$ cat config.mk
export PLATFORM = sky130hd
export DESIGN_NAME = pncc_front_flat
export DESIGN_NICKNAME = d
export VERILOG_FILES = /design/src/pncc_pkg.sv /design/src/pncc_if.sv /design/src/pncc_front.sv /design/src/flat_wrapper.sv
export SDC_FILE = /design/constraint.sdc
export NUM_CORES = 1
export LEC_CHECK = 0
export ABC_AREA = 1
export BUFFER_PORTS_ARGS = -buffer_cell sky130_fd_sc_hd__clkbuf_2
export CAP_MARGIN = 10
export CORE_MARGIN = 2
export CORE_UTILIZATION = 45
export DETAILED_ROUTE_END_ITERATION = 10
export PLACE_DENSITY = 0.82
export SLEW_MARGIN = 25
export SYNTH_ARGS = -nofsm -noshare
export SYNTH_HDL_FRONTEND = slang
export SYNTH_SLANG_ARGS = --single-unit
$ cat constraint.sdc
create_clock -name clock -period 2.6 [get_ports clock]
set_clock_uncertainty 0.05 [all_clocks]
set_input_delay 0.26 -clock clock [delete_from_list [all_inputs] [get_ports clock]]
set_output_delay 0.26 -clock clock [all_outputs]
set_load 0.005 [all_outputs]
$ cat src/pncc_pkg.sv
// shared types and constants of the polygon edge crossing check
`timescale 1ns / 1ps

package pncc_pkg;

   // width of the reported vertex total
   localparam int TOTAL_BITS = 9;

   // a crossing test needs at least this many stored vertices
   localparam int MIN_TEST_VERTS = 3;

   // depth of the command queue between front and back
   localparam int QUEUE_DEPTH = 2;
   localparam int QUEUE_PTR_BITS = 1;
   localparam int QUEUE_FILL_BITS = 2;

   // what the back end has to do with one command
   typedef struct packed {
      logic store;    // write the vertex to the store
      logic scan;     // test the newest edge against the stored edges
      logic dropped;  // vertex discarded, store full
   } cmd_ctrl_type;

endpackage

$ cat src/pncc_if.sv
// request and response channel interfaces of the polygon edge crossing check
`timescale 1ns / 1ps

interface pncc_req_if #(parameter int COORD_BITS = 16) ();
   logic                         valid;
   logic                         ready;
   logic signed [COORD_BITS-1:0] vertex_x;
   logic signed [COORD_BITS-1:0] vertex_y;
   logic                         mode;

   modport source (output valid, output vertex_x, output vertex_y, output mode,
                   input ready);
   modport sink (input valid, input vertex_x, input vertex_y, input mode,
                 output ready);
endinterface


$ cat src/pncc_front.sv
// front end: vertex count, item classification and command queue
`timescale 1ns / 1ps

module pncc_front import pncc_pkg::*; #(
   parameter int MAX_VERTICES = 256,
   parameter int COORD_BITS = 16
) (
   input  logic                                   clock,
   input  logic                                   reset,
   pncc_req_if.sink                               req_bus,
   output logic                                   cmd_valid,
   input  logic                                   cmd_ready,
   output cmd_ctrl_type                           cmd_ctrl,
   output logic [COORD_BITS-1:0]                  cmd_x,
   output logic [COORD_BITS-1:0]                  cmd_y,
   output logic [$clog2(MAX_VERTICES)-1:0]        cmd_idx,
   output logic [$clog2(MAX_VERTICES+1)-1:0]      cmd_total
);

   localparam int AW = $clog2(MAX_VERTICES);
   localparam int CNTW = $clog2(MAX_VERTICES + 1);

   logic [CNTW-1:0]            count_ff, count_in;
   logic [QUEUE_PTR_BITS-1:0]  wptr_ff, wptr_in, rptr_ff, rptr_in;
   logic [QUEUE_FILL_BITS-1:0] fill_ff, fill_in;

   cmd_ctrl_type                q_ctrl_ff [QUEUE_DEPTH];
   logic [COORD_BITS-1:0]       q_x_ff [QUEUE_DEPTH];
   logic [COORD_BITS-1:0]       q_y_ff [QUEUE_DEPTH];
   logic [AW-1:0]               q_idx_ff [QUEUE_DEPTH];
   logic [CNTW-1:0]             q_tot_ff [QUEUE_DEPTH];

   cmd_ctrl_type    new_ctrl;
   logic [AW-1:0]   new_idx;
   logic [CNTW-1:0] new_total;
   logic            push, pop;

   assign req_bus.ready = fill_ff != QUEUE_FILL_BITS'(QUEUE_DEPTH);
   assign push = req_bus.valid && req_bus.ready;
   assign cmd_valid = fill_ff != '0;
   assign pop = cmd_valid && cmd_ready;

   // classify against the count as it stands before this vertex
   always_comb begin
      new_ctrl = '0;
      new_idx = '0;
      new_total = count_ff;
      if (req_bus.mode) begin
         new_ctrl.store = 1'b1;
         new_total = CNTW'(1);
      end else if (count_ff == CNTW'(MAX_VERTICES)) begin
         new_ctrl.dropped = 1'b1;
      end else begin
         new_ctrl.store = 1'b1;
         new_idx = count_ff[AW-1:0];
         new_total = count_ff + CNTW'(1);
         new_ctrl.scan = new_total >= CNTW'(MIN_TEST_VERTS);
      end
   end

   always_comb begin
      count_in = push ? new_total : count_ff;
      wptr_in = wptr_ff ^ QUEUE_PTR_BITS'(push);
      rptr_in = rptr_ff ^ QUEUE_PTR_BITS'(pop);
      fill_in = fill_ff + QUEUE_FILL_BITS'(push) - QUEUE_FILL_BITS'(pop);
   end

   always_ff @(posedge clock) begin
      if (reset) begin
         count_ff <= '0;
         wptr_ff <= '0;
         rptr_ff <= '0;
         fill_ff <= '0;
      end else begin
         count_ff <= count_in;
         wptr_ff <= wptr_in;
         rptr_ff <= rptr_in;
         fill_ff <= fill_in;
      end
   end

   always_ff @(posedge clock) begin
      if (push) begin
         q_ctrl_ff[wptr_ff] <= new_ctrl;
         q_x_ff[wptr_ff] <= req_bus.vertex_x;
         q_y_ff[wptr_ff] <= req_bus.vertex_y;
         q_idx_ff[wptr_ff] <= new_idx;
         q_tot_ff[wptr_ff] <= new_total;
      end
   end

   assign cmd_ctrl = q_ctrl_ff[rptr_ff];
   assign cmd_x = q_x_ff[rptr_ff];
   assign cmd_y = q_y_ff[rptr_ff];
   assign cmd_idx = q_idx_ff[rptr_ff];
   assign cmd_total = q_tot_ff[rptr_ff];

`ifndef SYNTHESIS
   a_fill_bound: assert property (@(posedge clock) disable iff (reset)
      fill_ff <= QUEUE_FILL_BITS'(QUEUE_DEPTH))
      else $error("command queue overfilled");

   a_count_bound: assert property (@(posedge clock) disable iff (reset)
      count_ff <= CNTW'(MAX_VERTICES))
      else $error("vertex count beyond store size");

   a_scan_stores: assert property (@(posedge clock) disable iff (reset)
      cmd_valid && cmd_ctrl.scan |-> cmd_ctrl.store)
      else $error("scan command without a store");
`endif

endmodule

$ cat src/flat_wrapper.sv
// flat-port wrapper written by rule: the top's interface ports become plain ports
module pncc_front_flat import pncc_pkg::*;
#(
   parameter int MAX_VERTICES = 256,
   parameter int COORD_BITS = 16
)
  (clock, reset, cmd_valid, cmd_ready, cmd_ctrl, cmd_x, cmd_y, cmd_idx, cmd_total, req_bus_valid, req_bus_vertex_x, req_bus_vertex_y, req_bus_mode, req_bus_ready);
  pncc_req_if #(.COORD_BITS(COORD_BITS)) req_bus_i ();
  input  logic clock;
  input  logic reset;
  output logic cmd_valid;
  input  logic cmd_ready;
  output cmd_ctrl_type cmd_ctrl;
  output logic [COORD_BITS-1:0] cmd_x;
  output logic [COORD_BITS-1:0] cmd_y;
  output logic [$clog2(MAX_VERTICES)-1:0] cmd_idx;
  output logic [$clog2(MAX_VERTICES+1)-1:0] cmd_total;
  input wire logic [$bits(req_bus_i.valid)-1:0] req_bus_valid;
  input wire logic [$bits(req_bus_i.vertex_x)-1:0] req_bus_vertex_x;
  input wire logic [$bits(req_bus_i.vertex_y)-1:0] req_bus_vertex_y;
  input wire logic [$bits(req_bus_i.mode)-1:0] req_bus_mode;
  output wire logic [$bits(req_bus_i.ready)-1:0] req_bus_ready;
  assign req_bus_i.valid = req_bus_valid;
  assign req_bus_i.vertex_x = req_bus_vertex_x;
  assign req_bus_i.vertex_y = req_bus_vertex_y;
  assign req_bus_i.mode = req_bus_mode;
  assign req_bus_ready = req_bus_i.ready;
  pncc_front #(.MAX_VERTICES(MAX_VERTICES), .COORD_BITS(COORD_BITS)) u_core (.clock(clock), .reset(reset), .req_bus(req_bus_i), .cmd_valid(cmd_valid), .cmd_ready(cmd_ready), .cmd_ctrl(cmd_ctrl), .cmd_x(cmd_x), .cmd_y(cmd_y), .cmd_idx(cmd_idx), .cmd_total(cmd_total));
endmodule
==> summary.md, run 1 <==
| Metric | Value |
|---|---|
| Initial antenna violation count | 0 |
| Max Fclk | around 0.44 GHz |
| Die Width | 106 microns |
| Die height | around 110 microns |
| Crit end category | output pin |
| Hpwl dp | about 6.0 mm |
| Post-CTS Setup Inserts | 0 |
| PostCTS Resize Cnt | 0 |
| Most frequent cells in the layout | 192 x nand2_1, 104 x edfxtp_1, 90 x clkbuf_2, 34 x dlygate4sd3_1, 29 x inv_1 |
| Worst hold path startpoint | req_bus_valid |
| Post-DR wirelength/cell | ~15 microns |
| Final setup fails | 0 |
| Total track usage | approximately a fifth |
| H-tree levels | 4 |
| Clock root buffer | clkbuf_8 |
| R2r startpoint | u_core.count_ff[0] |
| CP max stage delay | 0.65 ns |
| # DRC | 0 |
| Vias | roughly 3.5k |
| Synth Area per Inst | 11.1 sq um |
| Tmin final | 2.25 ns |
| FF+latch count, synth | approximately 120 |
| Final hold vios | 0 |
| Tcrit/Tclk final | 86.5% |
| GPL Wtd Cong | 0.980 |
| Area growth from synthesis to layout | 33.5% |
| Worst-path maximum fanout | 54 |
| RSZ-0062 raised after global routing | no |
| Final nets | 605 |
| Unique masters post-synth | 22 |
| Synth Net Count | roughly 470 |
| Post-synthesis sequential area ratio | 72.0% |
| Status | complete, no violations |
| Mapped Cells | 424 |
| PD cells | about 1000 nW/um^2 |
| Starting Density | approximately 46% |
| Die area | 11300 sq um |
| First-pass GRT wire length | around 17 mm |
| Fin Hold WS | 0.0361 ns |
| CP max stage cell | inv_2 |
| Grt ovf | 0 |
| Worst slew margin | 37.4% |
| Clk_lat worst skew | between 0.5 and 0.6 ns |
| PortBufs | 90 |
| Total wire length | 10.5 mm |
| Total negative setup slack | 0 ns |
| Final core utilization | 61.3% |
| Largest net degree at the start of global routing | 55 |
| Peak VDD IR | 0.657 mV |
| Crit path kind | reg2out |
| Row count | 37 |
| Initial DRC Count | 326 |
| Internal | 4.47 mW |
| CTS tree | done |
| Post-route cell area | 6270 sq um |
| Comb power frac | 21.5% |
| CTS clk-pin slew, worst paths | 0.06 ns |
| Layout cells sized above 1 | 24.3% |
| Worst Setup SP | u_core.rptr_ff |
| Num CTS Buffers | 17 |
| Worst-Margin Slew | 0.939 ns |
| CP Data Required Time | roughly 2.3 ns |
| Drt pass-1 iters | 6 |
| Vias in the first global route | 3383 |
| Seq pwr share | 40.5% |
| Clock buffer depth | 2 |
| Post-DRT Antenna Nets | 0 |
| Netlist Area Pre-Place | approximately 4700 sq um |
| Vias/cell | 4.88 |
| CTS Sinks | 117 |
| I/O pins | 91 |
| Leakage | 2.77 nW |
| Worst-path cell chain | inv_2, nand2_1, nand2_1, clkbuf_2 |
| Most common cell after layout, fill and taps aside | nand2_1 |
| Share of total power in the clock network | between 30 and 40% |
| Cell mode on critical path | nand2_1 |
| Diode count | 0 |
| Hold crit path type | in2reg |
| # hold bufs at CTS | 34 |
| CP arrival | between 1.5 and 2 ns |
| Sw frac | 28.4% |
| Startpoint class of the critical path | flip-flop |
| P_sw | about 1.8 mW |
| Max Slew Vio Count | 0 |
| Max Cap Viol | 0 |
| Post-Place Cell Area | 5310 sq um |
| Core area | 10200 sq um |
| Ys Warns | 0 |
==> final cells by class <==
cell class / instances / area, sq um
inverters: 31 / 116
multi-input cells: 263 / 1140
fillers: 761 / 3960
flip-flops and latches: 117 / 3380
well taps: 136 / 170
repair buffers: 130 / 836
clock buffers: 17 / 414
clock inverters: 15 / 205
==> state kept, by name, indices dropped and copies added (netlist names) <==
| signal | flops |
|---|---|
| u_core.q_x_ff | 32 |
| u_core.q_y_ff | 32 |
| u_core.q_tot_ff | 18 |
| u_core.q_idx_ff | 16 |
| u_core.count_ff | 9 |
| u_core.q_ctrl_ff | 6 |
| u_core.fill_ff | 2 |
| u_core.rptr_ff | 1 |
| u_core.wptr_ff | 1 |
==> per-layer routing <==
layer | GRT usage [%] | share of wire (%) | vias up
met5 | 0 | 0 | -
met4 | 6.95 | 1.8 | 0
met3 | 6.19 | 5.8 | 20
met2 | 33.4 | 51 | 133
met1 | 23.1 | 41 | 1634
li1 | - | - | 1674
==> cells in the mapped netlist <==
cell type	instances	share of area [%]
inv_1	29	2.3
nor2_2	2	0.27
nand3_1	9	0.96
nor3_1	2	0.21
clkbuf_1	9	0.72
nor2_4	1	0.24
inv_2	2	0.16
nand2_2	1	0.13
ha_1	8	2.1
buf_4	2	0.32
buf_2	2	0.21
nand3b_1	1	0.16
or2_2	2	0.27
nand4_1	4	0.53
dfxtp_1	13	5.5
a21oi_1	11	1.2
xor2_1	1	0.19
o21ai_0	10	1.1
edfxtp_1	104	66
nor2_1	17	1.4
o21ai_1	2	0.21
nand2_1	192	15
==> cell families (layout without fill, tap and decap cells) <==
kind of cell    count (synthesis)  in the layout  synth area share, %
fa+ha+maj                       8              8                 2.13
buf+inv                        44            193                 3.73
compound gates                 23             23                 2.45
flops                         117            117                 72.0
simple gates                  231            231                 19.5
xor+xnor                        1              1                0.187
==> worst max-delay path, delay by kind of cell, from the launching register on <==
kind,cells,cell delay [ns]
flip-flops,1,0.32
AND/OR/NAND/NOR,2,0.31
buffers and inverters,2,0.77
==> metrics by stage <==
stage	std cells	total power, mW	worst slack [ns]
detailed placement	643	3.85	0.636
finish	709	6.25	0.350
floorplan	424	3.28	0.0401
CTS	709	6.28	0.345
global route	709	6.58	0.233
global placement	643	3.80	0.736
==> final timing paths <==
path,depth (start not counted),slack (ns),end
worst max-delay path,4,0.35,cmd_y[10]
worst min-delay path,3,0.04,u_core.count_ff[0]
worst max register to register,9,0.56,u_core.count_ff[0]
worst min register to register,1,0.44,u_core.fill_ff[1]
==> power groups by stage <==
stage	Combinational, mW	Sequential [mW]	Clock [mW]
floorplan	0.747	2.54	0
global placement	1.26	2.54	0
detailed placement	1.29	2.56	0
CTS	1.35	2.52	2.40
global route	1.52	2.55	2.51
finish	1.34	2.53	2.38
No activity file was read; power rests on OpenSTA's default activity.
==> run 2, diff against run 1 <==
BUFFER_PORTS_ARGS = -buffer_cell sky130_fd_sc_hd__buf_4   (was -buffer_cell sky130_fd_sc_hd__clkbuf_2)
SLEW_MARGIN = 10   (was 25)
==> summary.md, run 2 (synthesized netlist as in run 1, its figures left out) <==
| Metric | Value |
|---|---|
| Status | complete, no violations |
| Critical Path Sink | cmd_total[2] |
| CP arrival | 1.95 ns |
| Die Width | 106 microns |
| CTS tree | done |
| Row count | 37 |
| Die area | about 11000 sq um |
| Vias | between 3k and 4k |
| Tcrit/Tclk final | 86.8% |
| Peak VDD IR | 0.995 mV |
| Internal | 4.65 mW |
| RR Endpoint | u_core.count_ff[0] |
| Post-route cell area | 6500 sq um |
| Leakage | 2.83 nW |
| R2r setup slk | 0.60 ns |
| Initial DRC Count | 364 |
| Sw frac | between 20 and 30% |
| Clk_lat worst skew | 0.51 ns |
| Hpwl dp | 6.20 mm |
| Crit path kind | reg2out |
| R2r startpoint | u_core.count_ff[0] |
| Final setup fails | 0 |
| First-pass GRT wire length | approximately 17 mm |
| Total wire length | 10.7 mm |
| P_sw | 1.80 mW |
| H-tree levels | 4 |
| Pwr Total | 6.45 mW |
| GPL Wtd Cong | 0.963 |
| Most common cell after layout, fill and taps aside | nand2_1 |
| Total track usage | 19.7% |
| Total negative setup slack | 0 ns |
| Most frequent cells in the layout | 192 x nand2_1, 104 x edfxtp_1, 94 x buf_4, 34 x dlygate4sd3_1, 29 x inv_1 |
| PD cells | roughly 990 nW/um^2 |
| Num CTS Buffers | 17 |
| Largest net degree at the start of global routing | 55 |
| Vias in the first global route | 3528 |
| Post-DRT Antenna Nets | 0 |
| Worst slew margin | 34.5% |
| Startpoint class of the critical path | flip-flop |
| Clock root buffer | clkbuf_8 |
| Diode count | 0 |
| Area growth from synthesis to layout | 38.4% |
| Reg2reg path depth | 9 |
| Biggest regs | u_core.q_x_ff (32), u_core.q_y_ff (32), u_core.q_tot_ff (18) |
| I/O pins | 91 |
| CTS clk-pin slew, worst paths | roughly 0.060 ns |
| # DRC | 0 |
| Crit end category | output pin |
| Clock buffer depth | 2 |
| Post-DR wirelength/cell | 15.2 microns |
| Fillers | 746 |
| Final core utilization | 63.5% |
| Drt pass-1 iters | 5 |
| Post-Place Cell Area | 5540 sq um |
| Max Cap Viol | 0 |
| Worst-path maximum fanout | 54 |
| Comb power frac | 24.1% |
| Core area | 10200 sq um |
| Grt ovf | 0 |
| Max Slew Vio Count | 0 |
| CP Data Required Time | 2.29 ns |
| Worst-Margin Slew | 0.983 ns |
| Die height | 106 microns |
| PostCTS Resize Cnt | 0 |
| Layout cells sized above 1 | 24.0% |
| Final hold vios | 0 |
| Hold Crit Depth | 4 |
| Seq pwr share | 39.1% |
| RSZ-0062 raised after global routing | no |
| Hold crit path type | in2reg |
| CTS Sinks | 117 |
| Max Fclk | 0.443 GHz |
| Vias/cell | just under 5 |
| PortBufs | 90 |
| Final nets | approximately 600 |
| Tmin final | 2.26 ns |
| Worst Setup SP | u_core.rptr_ff |
| Initial antenna violation count | 0 |
| Post-CTS Setup Inserts | 0 |
| Starting Density | 45.9% |
| Share of total power in the clock network | about 37% |
## run 2: cell count changes in the layout (fill, tap and decap cells not counted), sizes merged
cell,before,now
clkbuf,107,17
buf,6,95
clkinv,7,6
inv,32,33
## run 2: power by group through the flow
stage | Clock, mW | Sequential, mW | Combinational (mW)
2_1_floorplan | 0 | 2.54 | 0.747
3_3_place_gp | 0 | 2.54 | 1.45
3_5_place_dp | 0 | 2.55 | 1.50
4_1_cts | 2.41 | 2.52 | 1.56
5_1_grt | 2.49 | 2.55 | 1.74
6_report | 2.37 | 2.52 | 1.56
## run 2: routing by layer
layer  vias up  global-route usage [%]  part of all wire, %
li1       1675                       -                    -
met1      1653                    22.3                   40
met2       165                    35.1                   51
met3        23                    5.46                  7.0
met4         0                    8.08                  1.8
met5         -                       0                    0
## run 2: worst min path at each step
stage | startpoint | endpoint
finish | req_bus_valid | u_core.count_ff[4]
global route | req_bus_valid | u_core.count_ff[0]
CTS | req_bus_valid | u_core.count_ff[4]
detailed placement | req_bus_vertex_x[11] | u_core.q_x_ff[0][11]
global placement | req_bus_vertex_x[8] | u_core.q_x_ff[1][8]
floorplan | reset | u_core.wptr_ff
## run 2: layout make-up
cell class                 count  area [sq um]  area share, %
clock buffer                  17           414           6.37
clock inverter                15           204           3.14
inverter                      31           116           1.79
multi-input combinational    263          1140           17.6
sequential                   117          3380           52.1
tap                          136           170           2.62
timing repair buffer         129          1070           16.4
## run 2: timing repair
item / in CTS / in global routing
endpoints found under the hold margin: 69 / 0
setup endpoints to repair: 0 / 0
hold buffers: 34 / 0
## run 2: worst max-delay path, cell delays in order, from the launching register on
cell and delay, ns:
dfxtp_2 0.32, inv_2 0.69, nand2_1 0.16, nand2_1 0.15, buf_4 0.12
## run 2: through the flow
stage / cells / worst slack [ns] / hold slack (ns)
floorplan: 424 / 0.0401 / 0.277
global placement: 642 / 0.740 / 0.396
detailed placement: 642 / 0.627 / 0.400
CTS: 708 / 0.310 / 0.0199
global route: 708 / 0.187 / 0.0397
finish: 708 / 0.344 / 0.0417
